<file path="src/hw/rtl/nbkd_pkg.sv">
// nbkd_pkg: shared types and constants of the nine-bit keypad bus deframer
// no dependencies; imported by every module of the block but nbkd_ram

package nbkd_pkg;

   // bus word layout
   localparam int START_BIT = 8;
   localparam int BYTE_W    = 8;

   // most results one word may cause: characters plus the end beat
   localparam int MAX_RESULTS = 30;

   // result kinds
   localparam logic [1:0] KIND_IND  = 2'd0;
   localparam logic [1:0] KIND_CHAR = 2'd1;
   localparam logic [1:0] KIND_END  = 2'd2;

   // register indexes, taken from paddr[2]
   localparam logic REG_IND = 1'b0;
   localparam logic REG_TXT = 1'b1;

   // controller states
   typedef enum logic [5:0] {
      S_IDLE  = 6'b000001,
      S_FETCH = 6'b000010,
      S_CHECK = 6'b000100,
      S_CHAR  = 6'b001000,
      S_END   = 6'b010000,
      S_IND   = 6'b100000
   } state_type;

   // controller to datapath
   typedef struct packed {
      logic accept;     // word taken this cycle
      logic load_ind;   // load indicator result
      logic fetch;      // read stored text byte at walk index
      logic load_char;  // load character result from read data
      logic load_end;   // load end of text result
      logic advance;    // character beat delivered, step the walk
   } ctrl_cmd_type;

   // datapath to controller
   typedef struct packed {
      logic ind_hit;    // incoming word closes a good indicator frame
      logic txt_hit;    // incoming word closes a good text frame
      logic more;       // walk index still inside text and result budget
      logic char_zero;  // fetched text byte is zero
   } ctrl_sts_type;

endpackage

</file>
<file path="src/hw/rtl/nbkd_ram.sv">
// nbkd_ram: generic single write port, single read port RAM with registered read
// no dependencies

module nbkd_ram #(
   parameter int WIDTH = 8,
   parameter int DEPTH = 32
) (
   input  logic                     clock,
   input  logic                     wr_en,
   input  logic [$clog2(DEPTH)-1:0] wr_addr,
   input  logic [WIDTH-1:0]         wr_data,
   input  logic                     rd_en,
   input  logic [$clog2(DEPTH)-1:0] rd_addr,
   output logic [WIDTH-1:0]         rd_data
);

   logic [WIDTH-1:0] mem_ff [DEPTH];
   logic [WIDTH-1:0] rd_data_ff;

   // write port
   always_ff @(posedge clock) begin
      if (wr_en) begin
         mem_ff[wr_addr] <= wr_data;
      end
   end

   // registered read port
   always_ff @(posedge clock) begin
      if (rd_en) begin
         rd_data_ff <= mem_ff[rd_addr];
      end
   end

   assign rd_data = rd_data_ff;

endmodule

</file>
<file path="src/hw/rtl/nbkd_csr.sv">
// nbkd_csr: apb register file holding the two command codes
// depends on nbkd_pkg

module nbkd_csr (
   input  logic        clock,
   input  logic        reset,
   input  logic        psel,
   input  logic        penable,
   input  logic        pwrite,
   input  logic [2:0]  paddr,
   input  logic [31:0] pwdata,
   output logic [31:0] prdata,
   output logic        pready,
   output logic [7:0]  ind_code,
   output logic [7:0]  txt_code
);

   import nbkd_pkg::*;

   logic [7:0] ind_code_ff, ind_code_in;
   logic [7:0] txt_code_ff, txt_code_in;
   logic       wr_en;

   assign wr_en  = psel && penable && pwrite;
   assign pready = 1'b1;

   // register write decode
   always_comb begin
      ind_code_in = ind_code_ff;
      txt_code_in = txt_code_ff;
      if (wr_en) begin
         case (paddr[2])
            REG_IND: ind_code_in = pwdata[BYTE_W-1:0];
            REG_TXT: txt_code_in = pwdata[BYTE_W-1:0];
            default: ;
         endcase
      end
   end

   always_ff @(posedge clock) begin
      if (reset) begin
         ind_code_ff <= '0;
         txt_code_ff <= '0;
      end else begin
         ind_code_ff <= ind_code_in;
         txt_code_ff <= txt_code_in;
      end
   end

   // read mux
   always_comb begin
      case (paddr[2])
         REG_IND: prdata = {24'd0, ind_code_ff};
         REG_TXT: prdata = {24'd0, txt_code_ff};
         default: prdata = '0;
      endcase
   end

   assign ind_code = ind_code_ff;
   assign txt_code = txt_code_ff;

endmodule

</file>
<file path="src/hw/rtl/nbkd_datapath.sv">
// nbkd_datapath: frame position, running checksum, frame store and result registers
// depends on nbkd_pkg and nbkd_ram

module nbkd_datapath #(
   parameter int FRAME_MAX = 32
) (
   input  logic                  clock,
   input  logic                  reset,
   input  logic [7:0]            ind_code,
   input  logic [7:0]            txt_code,
   input  logic [8:0]            req_bus_word,
   input  nbkd_pkg::ctrl_cmd_type cmd,
   output nbkd_pkg::ctrl_sts_type sts,
   output logic [1:0]            rsp_result_kind,
   output logic [15:0]           rsp_indicator_bits,
   output logic [7:0]            rsp_text_char,
   output logic                  rsp_last_of_run
);

   import nbkd_pkg::*;

   localparam int PW = $clog2(FRAME_MAX + 1);
   localparam int AW = $clog2(FRAME_MAX);

   // frame state
   logic [PW-1:0] pos_ff, pos_in;
   logic [7:0]    cmd_ff, cmd_in;
   logic [7:0]    len_ff, len_in;     // byte at position 1: length or data byte 1
   logic [7:0]    b2_ff, b2_in;       // byte at position 2
   logic [7:0]    sum_ff, sum_in;
   // text walk
   logic [PW-1:0] idx_ff, idx_in;
   logic [PW-1:0] end_ff, end_in;
   // result registers
   logic [1:0]    kind_ff, kind_in;
   logic [15:0]   bits_ff, bits_in;
   logic [7:0]    char_ff, char_in;
   logic          last_ff, last_in;

   // word decode
   logic          start;
   logic [7:0]    byte_w;
   logic          active;
   logic          is_ind;
   logic          is_txt;
   logic [9:0]    end_w;
   logic [9:0]    pos_w;
   logic          ind_store;
   logic          ind_chk;
   logic          txt_store;
   logic          txt_chk;
   logic          do_store;
   logic [7:0]    rd_data;

   always_comb begin
      start     = req_bus_word[START_BIT];
      byte_w    = req_bus_word[BYTE_W-1:0];
      active    = !start && (pos_ff < PW'(FRAME_MAX));
      is_ind    = (cmd_ff == ind_code);
      is_txt    = !is_ind && (cmd_ff == txt_code);
      end_w     = {2'b00, len_ff} + 10'd2;
      pos_w     = 10'(pos_ff);
      ind_store = active && is_ind && (pos_ff < PW'(3));
      ind_chk   = active && is_ind && (pos_ff == PW'(3));
      txt_store = active && is_txt && ((pos_ff == PW'(1)) || (pos_w < end_w));
      txt_chk   = active && is_txt && !txt_store && (pos_w == end_w);
      do_store  = ind_store || txt_store;
   end

   // status to controller
   always_comb begin
      sts.ind_hit   = ind_chk && (sum_ff == byte_w);
      sts.txt_hit   = txt_chk && (sum_ff == byte_w);
      sts.more      = (idx_ff < end_ff) && (32'(idx_ff) < 32'(MAX_RESULTS + 1));
      sts.char_zero = (rd_data == 8'd0);
   end

   // frame tracking on each accepted word
   always_comb begin
      pos_in = pos_ff;
      cmd_in = cmd_ff;
      len_in = len_ff;
      b2_in  = b2_ff;
      sum_in = sum_ff;
      if (cmd.accept) begin
         if (start) begin
            cmd_in = byte_w;
            sum_in = byte_w;
            pos_in = PW'(1);
         end else if (do_store) begin
            sum_in = sum_ff + byte_w;
            pos_in = pos_ff + PW'(1);
            if (pos_ff == PW'(1)) begin
               len_in = byte_w;
            end
            if (pos_ff == PW'(2)) begin
               b2_in = byte_w;
            end
         end else if (ind_chk || txt_chk) begin
            pos_in = pos_ff + PW'(1);
         end
      end
   end

   // text walk index
   always_comb begin
      idx_in = idx_ff;
      end_in = end_ff;
      if (cmd.accept && sts.txt_hit) begin
         idx_in = PW'(2);
         end_in = pos_ff;
      end else if (cmd.advance) begin
         idx_in = idx_ff + PW'(1);
      end
   end

   // result register loads
   always_comb begin
      kind_in = kind_ff;
      bits_in = bits_ff;
      char_in = char_ff;
      last_in = last_ff;
      if (cmd.load_ind) begin
         kind_in = KIND_IND;
         bits_in = {b2_ff, len_ff};
         char_in = '0;
         last_in = 1'b1;
      end else if (cmd.load_char) begin
         kind_in = KIND_CHAR;
         bits_in = '0;
         char_in = rd_data;
         last_in = 1'b0;
      end else if (cmd.load_end) begin
         kind_in = KIND_END;
         bits_in = '0;
         char_in = '0;
         last_in = 1'b1;
      end
   end

   always_ff @(posedge clock) begin
      if (reset) begin
         pos_ff <= PW'(FRAME_MAX);
      end else begin
         pos_ff <= pos_in;
      end
   end

   always_ff @(posedge clock) begin
      cmd_ff  <= cmd_in;
      len_ff  <= len_in;
      b2_ff   <= b2_in;
      sum_ff  <= sum_in;
      idx_ff  <= idx_in;
      end_ff  <= end_in;
      kind_ff <= kind_in;
      bits_ff <= bits_in;
      char_ff <= char_in;
      last_ff <= last_in;
   end

   // frame store
   nbkd_ram #(
      .WIDTH (8),
      .DEPTH (FRAME_MAX)
   ) u_store (
      .clock   (clock),
      .wr_en   (cmd.accept && do_store),
      .wr_addr (pos_ff[AW-1:0]),
      .wr_data (byte_w),
      .rd_en   (cmd.fetch),
      .rd_addr (idx_ff[AW-1:0]),
      .rd_data (rd_data)
   );

   assign rsp_result_kind    = kind_ff;
   assign rsp_indicator_bits = bits_ff;
   assign rsp_text_char      = char_ff;
   assign rsp_last_of_run    = last_ff;

endmodule

</file>
<file path="src/hw/rtl/nbkd_ctrl.sv">
// nbkd_ctrl: state machine sequencing word intake and result beats
// depends on nbkd_pkg

module nbkd_ctrl (
   input  logic                   clock,
   input  logic                   reset,
   input  logic                   req_valid,
   output logic                   req_ready,
   output logic                   rsp_valid,
   input  logic                   rsp_ready,
   input  nbkd_pkg::ctrl_sts_type sts,
   output nbkd_pkg::ctrl_cmd_type cmd
);

   import nbkd_pkg::*;

   state_type state_ff, state_in;

   // next state and commands
   always_comb begin
      state_in = state_ff;
      cmd      = '0;
      case (state_ff)
         S_IDLE: begin
            if (req_valid) begin
               cmd.accept = 1'b1;
               if (sts.ind_hit) begin
                  cmd.load_ind = 1'b1;
                  state_in     = S_IND;
               end else if (sts.txt_hit) begin
                  state_in = S_FETCH;
               end
            end
         end
         S_FETCH: begin
            if (sts.more) begin
               cmd.fetch = 1'b1;
               state_in  = S_CHECK;
            end else begin
               cmd.load_end = 1'b1;
               state_in     = S_END;
            end
         end
         S_CHECK: begin
            if (sts.char_zero) begin
               cmd.load_end = 1'b1;
               state_in     = S_END;
            end else begin
               cmd.load_char = 1'b1;
               state_in      = S_CHAR;
            end
         end
         S_CHAR: begin
            if (rsp_ready) begin
               cmd.advance = 1'b1;
               state_in    = S_FETCH;
            end
         end
         S_END, S_IND: begin
            if (rsp_ready) begin
               state_in = S_IDLE;
            end
         end
         default: state_in = S_IDLE;
      endcase
   end

   always_ff @(posedge clock) begin
      if (reset) begin
         state_ff <= S_IDLE;
      end else begin
         state_ff <= state_in;
      end
   end

   assign req_ready = (state_ff == S_IDLE);
   assign rsp_valid = state_ff inside {S_CHAR, S_END, S_IND};

endmodule

</file>
<file path="src/hw/rtl/nine_bit_keypad_bus_deframer_top.sv">
// nine_bit_keypad_bus_deframer_top: top level of the keypad bus deframer
// depends on nbkd_pkg, nbkd_csr, nbkd_ctrl, nbkd_datapath and nbkd_ram

// A 9-bit bus word from which no result follows leaves the block idle and
// ready for the next word. A word that closes an indicator frame with a good
// checksum gives one beat, then the block takes words again. A word that
// closes a text frame with a good checksum starts a walk over the frame store
// RAM: each character passes through an address state, a registered read and
// a result beat, and the end of text beat follows an end of walk decision, or
// a fetch and a zero check when the walk stops on a zero byte. No further
// word is taken until the last beat of a frame is delivered. The frame store
// has no clearing pass; the block is ready right after reset. Command codes
// are written over the APB port at byte addresses 0 (indicator) and 4 (text)
// while the block is idle.

module nine_bit_keypad_bus_deframer_top #(
   parameter int FRAME_MAX = 32
) (
   input  logic        clock,
   input  logic        reset,
   // word input
   input  logic        req_valid,
   output logic        req_ready,
   input  logic [8:0]  req_bus_word,
   // result output
   output logic        rsp_valid,
   input  logic        rsp_ready,
   output logic [1:0]  rsp_result_kind,
   output logic [15:0] rsp_indicator_bits,
   output logic [7:0]  rsp_text_char,
   output logic        rsp_last_of_run,
   // register port
   input  logic        psel,
   input  logic        penable,
   input  logic        pwrite,
   input  logic [2:0]  paddr,
   input  logic [31:0] pwdata,
   output logic [31:0] prdata,
   output logic        pready
);

   import nbkd_pkg::*;

   logic [7:0]   ind_code;
   logic [7:0]   txt_code;
   ctrl_cmd_type cmd;
   ctrl_sts_type sts;

   // command code registers
   nbkd_csr u_csr (
      .clock    (clock),
      .reset    (reset),
      .psel     (psel),
      .penable  (penable),
      .pwrite   (pwrite),
      .paddr    (paddr),
      .pwdata   (pwdata),
      .prdata   (prdata),
      .pready   (pready),
      .ind_code (ind_code),
      .txt_code (txt_code)
   );

   // sequencing
   nbkd_ctrl u_ctrl (
      .clock     (clock),
      .reset     (reset),
      .req_valid (req_valid),
      .req_ready (req_ready),
      .rsp_valid (rsp_valid),
      .rsp_ready (rsp_ready),
      .sts       (sts),
      .cmd       (cmd)
   );

   // framing and result data
   nbkd_datapath #(
      .FRAME_MAX (FRAME_MAX)
   ) u_datapath (
      .clock              (clock),
      .reset              (reset),
      .ind_code           (ind_code),
      .txt_code           (txt_code),
      .req_bus_word       (req_bus_word),
      .cmd                (cmd),
      .sts                (sts),
      .rsp_result_kind    (rsp_result_kind),
      .rsp_indicator_bits (rsp_indicator_bits),
      .rsp_text_char      (rsp_text_char),
      .rsp_last_of_run    (rsp_last_of_run)
   );

endmodule

</file>
<file path="config.mk">
export PLATFORM = sky130hd
export DESIGN_NAME = nine_bit_keypad_bus_deframer_top
export DESIGN_NICKNAME = d
export VERILOG_FILES = /design/src/hw/rtl/nbkd_pkg.sv /design/src/hw/rtl/nbkd_ram.sv /design/src/hw/rtl/nbkd_csr.sv /design/src/hw/rtl/nbkd_datapath.sv /design/src/hw/rtl/nbkd_ctrl.sv /design/src/hw/rtl/nine_bit_keypad_bus_deframer_top.sv
export SDC_FILE = /design/constraint.sdc
export NUM_CORES = 1
export LEC_CHECK = 0
export ABC_AREA = 1
export BUFFER_PORTS_ARGS = -buffer_cell sky130_fd_sc_hd__buf_2
export CORE_MARGIN = 2
export CORE_UTILIZATION = 61
export DETAILED_ROUTE_END_ITERATION = 8
export GPL_TIMING_DRIVEN = 0
export PLACE_DENSITY = 0.79
export SLEW_MARGIN = 20
export SYNTH_ARGS = -nofsm -noshare
export SYNTH_HDL_FRONTEND = slang
export SYNTH_HIERARCHICAL = 1
export SYNTH_SLANG_ARGS = --single-unit
</file>
<file path="constraint.sdc">
create_clock -name clock -period 3.62 [get_ports clock]
set_clock_uncertainty 0.05 [all_clocks]
set_input_delay 0.905 -clock clock [delete_from_list [all_inputs] [get_ports clock]]
set_output_delay 0.905 -clock clock [all_outputs]
set_load 0.01 [all_outputs]
</file>
==> reports/metrics.json <==
{
  "drt": {
    "detail-route-antenna-nets": 0,
    "drt_drc": 0,
    "drt_wl_total_um": 40200,
    "post_drt_wl_per_cell_um": 19.0,
    "drt_iter0_markers": 1524,
    "drtPass1Iterations": 7,
    "dr_total_vias": 12300,
    "dr_vias_cell": 5.82
  },
  "grt": {
    "grt_start_max_net_pins": 39,
    "gr-usage-all-layers_pct": 27.9,
    "grt_pass1_wl_um": 60600,
    "grt_pass1_vias": 11300,
    "initial_antenna_violation_count": 0,
    "grt-ovfl-total": 0
  },
  "timing": {
    "max_freq_ghz": 0.292,
    "fin_crit_sh_pct": 94.5,
    "setup_tns_ns": 0,
    "slew-limit-headroom_pct": 37.7,
    "report.final.hold_viol_count": 0,
    "setup_violations": 0,
    "timing_max_transition_violations_final": 0,
    "final_critical_path_setup_slack_ns": 0.198,
    "period_needed_ns": 3.42,
    "max_slew.worst_pin.slew_ns": 0.934
  },
  "floorplan": {
    "core.rowCount": 59,
    "top_level_ports": 113,
    "die_area_sq_um": 28200,
    "starting_density_pct": 62.5,
    "design.core.area_sq_um": 26200,
    "floorplan.die.height_um": 168,
    "die_w_um": 168
  },
  "logic_synthesis": {
    "mean_instance_size_in_the_synthesized_netlist_sq_um": 10.1,
    "yosys_warnings": 6,
    "async_reset_ff_share_pct": 0,
    "synthCells": 1615,
    "yosys.area.top_type_share_pct": 58.3,
    "synth_enable_flop_cells": 318,
    "synth_most_common_cell": "nand2_1",
    "netlist.top_cell.by_area": "edfxtp_1",
    "post_synth_most_frequent_cells": "548 x nand2_1, 318 x edfxtp_1, 251 x nand3_1",
    "ys_ff_latch": 363,
    "netlist-cell-type-count": 42,
    "synth.top_cells.by_area": "edfxtp_1 58%, nand2_1 13%, nand3_1 7.7%",
    "mappedNetlistArea_sq_um": 16400,
    "synth.yosys.seq_area_share_pct": 63.8,
    "synthFlopType": "edfxtp_1"
  },
  "place": {
    "routability_congestion_estimate": 0.901,
    "placed_area_sq_um": 17200,
    "dp_slack_ns": -1.02,
    "hpwl_um": 25000,
    "count_of_port_buffers_added_during_placement": 59
  },
  "critical_path": {
    "reg2regPathDepth": 18,
    "cp-start-kind": "primary input",
    "cp.arrival_ns": 3.54,
    "worst_setup_path_end_kind": "register",
    "timing.rr.end": "u_datapath/u_store/mem_ff[0][3]",
    "rr_startpoint": "u_datapath/len_ff[1]",
    "r2r_slack_ns": 0.24,
    "crit_fanout": 37,
    "worst-setup-path-type": "primary input to register",
    "worstPathRequired_ns": 3.74
  },
  "clock_tree": {
    "post_cts_hold_buffer_count": 0,
    "clock_path_buffers": 3,
    "clockRootBuffer": "clkbuf_16",
    "cts_buffers": 38,
    "cts.reportedPaths.clkPinSlew_ns": 0.05,
    "cts_tree": "yes",
    "cts_htree_levels": 2,
    "clock_insertion_delay_worst_skew_ns": 0.52,
    "cts_sinks": 363
  },
  "min_path": {
    "worst_hold_path.num_cells": 2,
    "class_of_the_worst_hold_path": "register to register",
    "hold-path-endpoint": "u_datapath/rsp_result_kind[0]",
    "hp-start": "u_datapath/rsp_result_kind[0]"
  },
  "pwr": {
    "p_sw_w": 0.00222,
    "sequentialPowerShare_pct": 50.6,
    "power.switching_fraction_pct": 23.6,
    "vdd_drop_max_uv": 389,
    "pwr-share-comb_pct": 10.0,
    "power_density_of_the_placed_cells_nw_per_um2": 499,
    "power_frac_clock_pct": 39.4,
    "total_leakage_power_nw": 7.51,
    "p_int_w": 0.00720
  },
  "layout": {
    "area.growth.synth_to_final_pct": 15.3,
    "fin_area_sq_um": 18900,
    "regArea_sq_um": 10500,
    "multi_input_comb_area_sq_um": 5190,
    "fillerInstances": 1729,
    "antennaDiodeCount": 0,
    "layout-drive-gt1-share_pct": 15.4,
    "layout.nets": 1823
  },
  "run_status": {
    "status": "complete, no violations"
  },
  "flow_run": {
    "max_capacitance_violation_count": 0
  }
}
## state kept, by name, summed over array words and instances, names as in the netlist
| register | flops |
|---|---|
| u_csr/ind_code | 8 |
| u_csr/txt_code | 8 |
| u_ctrl/state_ff | 6 |
| u_datapath/b2_ff | 8 |
| u_datapath/cmd_ff | 8 |
| u_datapath/end_ff | 6 |
| u_datapath/idx_ff | 6 |
| u_datapath/len_ff | 8 |
| u_datapath/pos_ff | 6 |
| u_datapath/rsp_indicator_bits | 16 |
| u_datapath/rsp_last_of_run | 1 |
| u_datapath/rsp_result_kind | 2 |
| u_datapath/rsp_text_char | 8 |
| u_datapath/sum_ff | 8 |
| u_datapath/u_store/mem_ff | 256 |
| u_datapath/u_store/rd_data | 8 |
## worst max path at each step
stage,from,end,slack [ns]
2_1_floorplan,req_bus_word[6],u_datapath/rsp_indicator_bits[0],0.39
4_1_cts,u_datapath/len_ff[1],u_datapath/u_store/mem_ff[26][4],-0.09
5_1_grt,req_bus_word[7],u_datapath/rsp_indicator_bits[6],-0.005
6_report,req_bus_word[7],u_datapath/rsp_indicator_bits[6],0.20
3_5_place_dp,req_bus_word[6],u_datapath/rsp_indicator_bits[2],-1.02
3_3_place_gp,req_bus_word[2],u_datapath/rsp_indicator_bits[2],-0.96
## layer usage
layer	vias to the layer above	GRT usage (%)	wire length, um
li1	5654	-	-
met2	742	43.8	18500
met1	5807	39.4	15900
met3	91	5.50	4590
met4	0	9.79	1130
met5	-	0	0
## cell type report
class / instances / share of cell area [%]
repair buffers: 70 / 2.69
well taps: 335 / 2.22
clock inverters: 15 / 0.511
inverters: 108 / 2.18
flip-flops and latches: 363 / 55.4
clock buffers: 54 / 5.86
multi-input cells: 1076 / 27.5
plain buffers: 91 / 3.63
## cells in the final DEF (no fill, tap or decap), types with 3 or more instances in the layout
cell,instances
nand2_1,547
edfxtp_1,318
nand3_1,248
inv_1,98
nor2_1,90
buf_2,68
dfxtp_1,45
clkbuf_16,41
buf_4,39
nor2_4,36
buf_6,30
conb_1,25
clkbuf_1,23
a21oi_1,23
ha_1,23
o21ai_0,9
clkinv_2,8
clkinv_1,8
xor2_1,8
buf_12,8
nand3_2,7
nor3_1,7
nand2_2,7
inv_2,6
nor2_2,5
nand4_1,5
xnor2_1,5
clkbuf_8,3
nor3_2,3
nand3_4,3
a31oi_1,3
nor4_1,3
nor3b_1,3
## through the flow
step                hold WS [ns]  util (%)  total power [W]  std cells
floorplan                  0.431         -          0.00546       1638
global placement           0.395      65.5          0.00574       2032
detailed placement         0.413      65.5          0.00577       2032
CTS                        0.424      71.0          0.00944       2103
global route               0.449      72.0          0.00974       2112
finish                     0.418      72.0          0.00942       2112
## logic make-up after synthesis
family,after synthesis,synth area share [%]
other,2,0.0459
flip-flops,363,63.8
XOR/XNOR,13,0.696
AND/OR/NAND/NOR,971,25.4
AO/OA/AOI/OAI,43,1.49
buffers and inverters,199,6.67
adder cells (fa/ha/maj),24,1.88
## repair_timing
item	4_1_cts	5_1_grt
endpoints found under the hold margin	0	0
buffers inserted	2	9
setup endpoints to repair	255	244
gates resized for setup	59	25
pin swaps	1	9
## worst max-delay path: stages
cell      delay (ns)
buf_2           0.69
xnor2_1         0.24
nand2_1         0.08
nor4_1          0.24
inv_1           0.10
nor2_1          0.29
inv_1           0.10
nor3_1          0.19
clkbuf_2        0.26
inv_1           0.10
nand3_2         0.32
## power by group through the flow
stage / Clock (W) / Sequential [W] / Combinational (W)
detailed placement: 0 / 0.00485 / 0.000912
finish: 0.00371 / 0.00477 / 0.000941
global placement: 0 / 0.00485 / 0.000891
floorplan: 0 / 0.00486 / 0.000596
CTS: 0.00375 / 0.00476 / 0.000926
global route: 0.00392 / 0.00478 / 0.00104
(Power assumes the default switching activity.)
